[src/rtl/bchd_pkg.sv]
// Shared types and constants for the button click and hold detector.
package bchd_pkg;

  localparam logic [1:0] OP_PRESS   = 2'd0;
  localparam logic [1:0] OP_RELEASE = 2'd1;
  localparam logic [1:0] OP_SCAN    = 2'd2;

  localparam logic EV_CLICK = 1'b0;
  localparam logic EV_HOLD  = 1'b1;

  localparam logic [7:0]  SAT_UNITS     = 8'hFF;
  localparam logic [15:0] UNIT_RESET_MS = 16'd1000;

  typedef struct packed {
    logic [1:0]  op;
    logic [3:0]  button_index;
    logic [31:0] now_ms;
  } req_t;

  typedef struct packed {
    logic       event_kind;
    logic [3:0] event_button;
    logic [7:0] hold_units;
    logic       last;
  } evt_t;

  typedef struct packed {
    logic       done;
    logic [7:0] quot;
  } div_stat_t;

endpackage

[src/rtl/bchd_div.sv]
// Shared saturating divider: elapsed ms / unit, clamped to 255, one quotient bit a cycle.
module bchd_div (
  input  logic                  clk,
  input  logic                  rst,
  input  logic                  start,
  input  logic [31:0]           dividend,
  input  logic [15:0]           divisor,
  output bchd_pkg::div_stat_t   stat
);
  import bchd_pkg::*;

  logic        running;
  logic        done;
  logic [7:0]  quot;
  logic [23:0] rem;
  logic [22:0] dsr;
  logic [2:0]  cnt;
  logic [24:0] diff;
  logic        sat;

  // quotient reaches 256 or more when dividend >= divisor * 256
  assign sat  = dividend >= {8'b0, divisor, 8'b0};
  assign diff = {1'b0, rem} - {2'b0, dsr};

  always_ff @(posedge clk) begin
    if (rst) begin
      running <= 1'b0;
      done    <= 1'b0;
    end else begin
      done <= 1'b0;
      if (start) begin
        if (sat) begin
          quot <= SAT_UNITS;
          done <= 1'b1;
        end else begin
          running <= 1'b1;
          rem     <= dividend[23:0];
          dsr     <= {divisor, 7'b0};
          cnt     <= 3'd7;
          quot    <= 8'd0;
        end
      end else if (running) begin
        if (!diff[24]) begin
          rem <= diff[23:0];
        end
        quot <= {quot[6:0], ~diff[24]};
        dsr  <= dsr >> 1;
        cnt  <= cnt - 3'd1;
        if (cnt == 3'd0) begin
          running <= 1'b0;
          done    <= 1'b1;
        end
      end
    end
  end

  assign stat.done = done;
  assign stat.quot = quot;

endmodule

[src/rtl/button_click_hold_detector.sv]
// Top level: per-button press tracking, scan sequencer and event output register.
// Press: block stays ready. Release: unless a hold was reported, a click goes via S_FINAL to the output.
// Timer scan: each button passes S_SCAN and S_NEXT, a held one also S_DIV (8-step divider)
// and perhaps S_PUSH; no new request is taken during a scan or release.
// Each event waits in the output register until taken; stall there holds the sequencer.
// Synchronous reset clears all button flags and counts; hold_unit_ms returns to 1000.
module button_click_hold_detector #(
  parameter int NUM_BUTTONS = 9
) (
  input  logic             clk,
  input  logic             rst,
  input  logic             cfg_wr_en,
  input  logic [15:0]      cfg_wr_data,
  input  logic             req_valid,
  output logic             req_stall,
  input  bchd_pkg::req_t   req,
  output logic             evt_valid,
  input  logic             evt_stall,
  output bchd_pkg::evt_t   evt
);
  import bchd_pkg::*;

  localparam int IDX_W = (NUM_BUTTONS > 1) ? $clog2(NUM_BUTTONS) : 1;
  localparam logic [IDX_W-1:0] LAST_IDX = IDX_W'(NUM_BUTTONS - 1);

  typedef enum logic [5:0] {
    S_IDLE  = 6'b000001,
    S_SCAN  = 6'b000010,
    S_DIV   = 6'b000100,
    S_PUSH  = 6'b001000,
    S_NEXT  = 6'b010000,
    S_FINAL = 6'b100000
  } state_t;

  state_t state;

  logic [15:0]      hold_unit_ms;
  logic [15:0]      unit_eff;
  logic             pressed [NUM_BUTTONS];
  logic             skip    [NUM_BUTTONS];
  logic [7:0]       held    [NUM_BUTTONS];
  logic [31:0]      ptime   [NUM_BUTTONS];

  logic [IDX_W-1:0] idx;
  logic [31:0]      now_reg;
  logic             have_pend;
  evt_t             pend;
  evt_t             hold_evt;

  logic             accept;
  logic             btn_ok;
  logic [IDX_W-1:0] btn;
  logic             out_free;
  logic             evt_load;
  logic             div_start;
  div_stat_t        div_stat;

  assign unit_eff  = (hold_unit_ms == 16'd0) ? 16'd1 : hold_unit_ms;
  assign req_stall = (state != S_IDLE);
  assign accept    = req_valid && !req_stall;
  assign btn_ok    = 32'(req.button_index) < NUM_BUTTONS;
  assign btn       = IDX_W'(req.button_index);
  assign out_free  = !evt_valid || !evt_stall;
  assign evt_load  = out_free && ((state == S_PUSH) || (state == S_FINAL));
  assign div_start = (state == S_SCAN) && pressed[idx];

  assign hold_evt.event_kind   = EV_HOLD;
  assign hold_evt.event_button = 4'(idx);
  assign hold_evt.hold_units   = div_stat.quot;
  assign hold_evt.last         = 1'b0;

  bchd_div u_div (
    .clk      (clk),
    .rst      (rst),
    .start    (div_start),
    .dividend (now_reg - ptime[idx]),
    .divisor  (unit_eff),
    .stat     (div_stat)
  );

  always_ff @(posedge clk) begin
    if (rst) begin
      hold_unit_ms <= UNIT_RESET_MS;
    end else if (cfg_wr_en) begin
      hold_unit_ms <= cfg_wr_data;
    end
  end

  always_ff @(posedge clk) begin
    if (rst) begin
      state     <= S_IDLE;
      have_pend <= 1'b0;
      evt_valid <= 1'b0;
      for (int i = 0; i < NUM_BUTTONS; i++) begin
        pressed[i] <= 1'b0;
        skip[i]    <= 1'b0;
        held[i]    <= 8'd0;
      end
    end else begin
      if (evt_load) begin
        evt_valid <= 1'b1;
      end else if (evt_valid && !evt_stall) begin
        evt_valid <= 1'b0;
      end
      case (state)
        S_IDLE: begin
          if (accept) begin
            case (req.op)
              OP_PRESS: begin
                if (btn_ok && !pressed[btn]) begin
                  pressed[btn] <= 1'b1;
                  skip[btn]    <= 1'b0;
                  held[btn]    <= 8'd0;
                  ptime[btn]   <= req.now_ms;
                end
              end
              OP_RELEASE: begin
                if (btn_ok && pressed[btn]) begin
                  pressed[btn] <= 1'b0;
                  skip[btn]    <= 1'b0;
                  if (!skip[btn]) begin
                    pend.event_kind   <= EV_CLICK;
                    pend.event_button <= req.button_index;
                    pend.hold_units   <= 8'd0;
                    pend.last         <= 1'b0;
                    have_pend         <= 1'b1;
                    state             <= S_FINAL;
                  end
                end
              end
              OP_SCAN: begin
                idx     <= '0;
                now_reg <= req.now_ms;
                state   <= S_SCAN;
              end
              default: ;
            endcase
          end
        end
        S_SCAN: begin
          state <= pressed[idx] ? S_DIV : S_NEXT;
        end
        S_DIV: begin
          if (div_stat.done) begin
            if (div_stat.quot > held[idx]) begin
              held[idx] <= div_stat.quot;
              skip[idx] <= 1'b1;
              if (have_pend) begin
                state <= S_PUSH;
              end else begin
                pend      <= hold_evt;
                have_pend <= 1'b1;
                state     <= S_NEXT;
              end
            end else begin
              state <= S_NEXT;
            end
          end
        end
        S_PUSH: begin
          // older event is not the final one; newer takes its place
          if (out_free) begin
            evt       <= pend;
            pend      <= hold_evt;
            state     <= S_NEXT;
          end
        end
        S_NEXT: begin
          if (idx == LAST_IDX) begin
            state <= have_pend ? S_FINAL : S_IDLE;
          end else begin
            idx   <= idx + 1'b1;
            state <= S_SCAN;
          end
        end
        S_FINAL: begin
          if (out_free) begin
            evt.event_kind   <= pend.event_kind;
            evt.event_button <= pend.event_button;
            evt.hold_units   <= pend.hold_units;
            evt.last         <= 1'b1;
            have_pend        <= 1'b0;
            state            <= S_IDLE;
          end
        end
        default: state <= S_IDLE;
      endcase
    end
  end

endmodule

[config.mk]
export PLATFORM = sky130hd
export DESIGN_NAME = button_click_hold_detector
export DESIGN_NICKNAME = d
export VERILOG_FILES = /design/src/rtl/bchd_pkg.sv /design/src/rtl/bchd_div.sv /design/src/rtl/button_click_hold_detector.sv
export SDC_FILE = /design/constraint.sdc
export NUM_CORES = 1
export LEC_CHECK = 0
export BUFFER_PORTS_ARGS = -buffer_cell sky130_fd_sc_hd__buf_4
export CORE_ASPECT_RATIO = 1.1
export CORE_MARGIN = 1
export CORE_UTILIZATION = 54
export CTS_BUF_LIST = sky130_fd_sc_hd__clkbuf_8
export DETAILED_ROUTE_END_ITERATION = 6
export PLACE_DENSITY = 0.82
export SYNTH_ARGS = -nofsm -noshare
export SYNTH_HDL_FRONTEND = slang
export SYNTH_HIERARCHICAL = 1
export SYNTH_SLANG_ARGS = --single-unit
[constraint.sdc]
create_clock -name clk -period 7.9 [get_ports clk]
set_input_delay 1.58 -clock clk [delete_from_list [all_inputs] [get_ports clk]]
set_output_delay 1.58 -clock clk [all_outputs]
set_load 0.02 [all_outputs]
==> out/qor.txt <==
maxcap violations - 0
Max Clock Skew - 54.36 ps
Largest register FFs - 288
first drt pass iteration count - 7
CTS Hold Bufs - 0
crit-path cells - buf_4 -> mux4_2 -> mux2i_1 -> nor2_1 -> a21oi_1 -> ha_1 -> o21ai_0 -> a21oi_1 -> o22a_1 -> a2111oi_0 -> nor2_1 -> xor2_1 -> ha_1 -> nand3_1 -> nand2_1 -> a211o_1 -> a211oi_2 -> nor3_2 -> a211oi_4 -> buf_4
number of synthesized flops with an enable pin - 569
Setup CP Type - flip-flop to flip-flop
core area - 51160 um^2
highest clock rate - 148.2 MHz
internal power - 4861 uW
setup TNS - 0 ps
clock buffer depth - 3
fin. max-slew vios - 0
Yosys reg bits - 599
synthesized area - 27940 um^2
WL final - 64200 um
required time of the critical path - 8250 ps
initial DRC count - 1857
Die H - 240.6 um
Syn Area/Cell - 14.29 um^2
critical path launch point type - flip-flop
full die area - 52650 um^2
CTS Buf Count - 90
drt wl/cell - 23.04 um
critical-path cell with the highest stage delay - dfxtp_4
yosys warns - 6
FP Rows - 87
IO Port Bufs - 74
Sequential cell area - 17700 um^2
post-placement cell area - 29230 um^2
Pleak - 0.01136 uW
share of layout cells above drive strength 1 - 17.65%
Fill cells - 3762
Initial Utilization - 54.60%
number of setup violations in the final report - 0
Synth Flop Type - edfxtp_1
Final period util - 85.40%
post-cts gate resize count - 0
Syn Inst Count - 1955
clock root buffer - clkbuf_8
outcome - finished, violations left
RSZ-0062 raised after global routing - false
cell with the most instances after synthesis - edfxtp_1
DRT antenna net count - 0
register area share after synthesis - 63.31%
via count - 17260
crit-path max cell delay - 960 ps
worst skew pair latency - 730 ps
switching part of the total - 23.43%
synth top area cells - edfxtp_1 61%, mux4_2 9.1%, ha_1 3.7%, dfxtp_1 2.1%, and2_1 2.1%
Slew HR - 27.87%
Multi-input gate area - 9568 um^2
first-pass GRT wire length - 99240 um
Syn-to-layout area delta - 10.64%
grt total ovfl - 0
postcts setup bufs - 0
CP arrival - 7100 ps
Tot GR Track Use - 24.95%
top-area cell type share of the netlist area - 61.16%
residual DRC count - 1
CTS tree - built
post-layout min period - 6747 ps
final non-filler cell total - 2787
failing checks - design-rule violations
Reg clk slew, reported paths - 60 ps
Worst Hold Class - flip-flop to flip-flop
Synth area leader - edfxtp_1
Distinct cells, synth - 87
placed cell count - 2622
Worst Tran Pin Value - 1055 ps
HPWL after DPL - 41070 um
clk sinks - 599
P per Cell Area - 205.4 nW/um^2
worst vdd ir - 0.0001158 V
Comb pwr share - 6.7%
number of global-route vias before repair - 17230
most frequent cells after synthesis - 569 x edfxtp_1, 143 x nor2_1, 122 x nand2_1
nets@finish - 2190
Clock Power Share - 37.7%
asr flop ratio synth - 0%
Design Area, Final - 30910 um^2
RePlAce Congestion - 0.9737
Critical Path End Type - flip-flop
Seq pwr share - 55.6%
H-tree depth - 3
largest net degree at the start of global routing - 65
Psw - 1487 uW
hold violation count in the final report - 0
initial antenna violation count - 1
vias per cell - 6.193
die width - 218.9 um
CP max FO - 45
Top Ports - 75
==> worst max-delay path: cells and delay by family, from the launching register on <==
family                   cells  cell delay [ps]
AO/OA/AOI/OAI                8             2310
flip-flops                   1              960
buffers and inverters        2              730
multiplexers                 2              720
adder cells (fa/ha/maj)      2              660
AND/OR/NAND/NOR              5              500
XOR/XNOR                     1              500
==> metrics by stage <==
| stage | total power, uW | utilization [%] | hold WS, ps | setup WS [ps] |
|---|---|---|---|---|
| after floorplan | 3863 | - | 400.3 | 468.7 |
| after global placement | 3996 | 57.12 | 403.4 | 1410 |
| after detailed placement | 4012 | 57.12 | 411.7 | 1223 |
| after CTS | 6381 | 60.41 | 423.7 | 1236 |
| after global routing | 6554 | 60.41 | 432.0 | 810.2 |
| final | 6348 | 60.41 | 421.6 | 1153 |
==> cells in the final DEF, fill, tap and decap left out, types with 7 or more instances in the layout <==
| cell | Yosys | final |
|---|---|---|
| nor4_1 | 13 | 10 |
| a31oi_1 | 11 | 11 |
| nand4_1 | 12 | 12 |
| o31ai_1 | 7 | 7 |
| a21o_1 | 34 | 34 |
| nor3_2 | 5 | 7 |
| and2_1 | 93 | 92 |
| a311oi_1 | 7 | 7 |
| o21ai_1 | 27 | 27 |
| conb_1 | 1 | 7 |
| dfxtp_1 | 30 | 26 |
| buf_4 | 1 | 103 |
| nand3_1 | 20 | 20 |
| inv_1 | 88 | 120 |
| nor2b_1 | 18 | 18 |
| xnor2_1 | 22 | 22 |
| xor2_1 | 15 | 15 |
| o211ai_1 | 10 | 10 |
| clkinv_1 | 3 | 23 |
| mux2i_1 | 52 | 52 |
| a211o_1 | 17 | 17 |
| and3_1 | 15 | 14 |
| edfxtp_1 | 569 | 569 |
| o21bai_1 | 8 | 8 |
| clkinv_2 | 0 | 9 |
| nand2b_1 | 11 | 11 |
| o21a_1 | 13 | 13 |
| a21oi_1 | 95 | 95 |
| mux4_2 | 113 | 113 |
| ha_1 | 82 | 82 |
| nor2_1 | 143 | 136 |
| nand2_1 | 122 | 122 |
| a211oi_1 | 8 | 7 |
| clkbuf_8 | 0 | 92 |
| or3_1 | 7 | 7 |
| nor3_1 | 31 | 29 |
| o21ai_0 | 53 | 53 |
==> layer usage <==
metal / wire length (um) / global-route usage (%)
met5: 0 / 0
met4: 1772 / 9.701
met3: 5543 / 4.713
met2: 30890 / 39.54
met1: 26000 / 34.37
==> cell families (layout without fill, tap and decap cells) <==
logic type                 count (synthesis)  in the layout  share of synthesized area, %
AOI/OAI and AO/OA                        340            340                         7.959
xor gates and xnor gates                  37             37                         1.160
adders and majority gates                 84             84                         3.816
buffers and inverters                    203            361                         2.866
DFF                                      599            599                         63.31
muxes                                    173            173                         11.56
other                                      1              8                       0.01342
and+or+nand+nor                          518            518                         9.307
==> power by group through the flow <==
stage          Clock (uW)  Combinational [uW]  Sequential [uW]
2_1_floorplan           0                 294             3570
3_3_place_gp            0                 404             3590
3_5_place_dp            0                 417             3590
4_1_cts              2430                 421             3530
5_1_grt              2560                 462             3530
6_report             2390                 427             3530
==> path summary, 6_finish.rpt <==
check / startpoint / depth (start not counted) / slack [ps] / to
setup / recovery: flip-flop / 20 / 1150 / u_div/rem[3]$_DFFE_PP_
hold / removal: pend[1]$_SDFFCE_PN0P_ / 0 / 420 / evt[1]$_DFFE_PP_
setup reg to reg: flip-flop / 20 / 1150 / u_div/rem[3]$_DFFE_PP_
hold reg to reg: pend[1]$_SDFFCE_PN0P_ / 0 / 420 / evt[1]$_DFFE_PP_
==> layout make-up <==
type                            count  area share [%]
Antenna cell                        1        0.008096
Timing Repair Buffer              103           2.502
Clock buffer                       92           4.097
Inverter                           94           1.142
Tap cell                          667           2.700
Sequential cell                   599           57.26
Clock inverter                     72           1.340
Multi-Input combinational cell   1159           30.96
No activity file was read; power rests on OpenSTA's default activity.
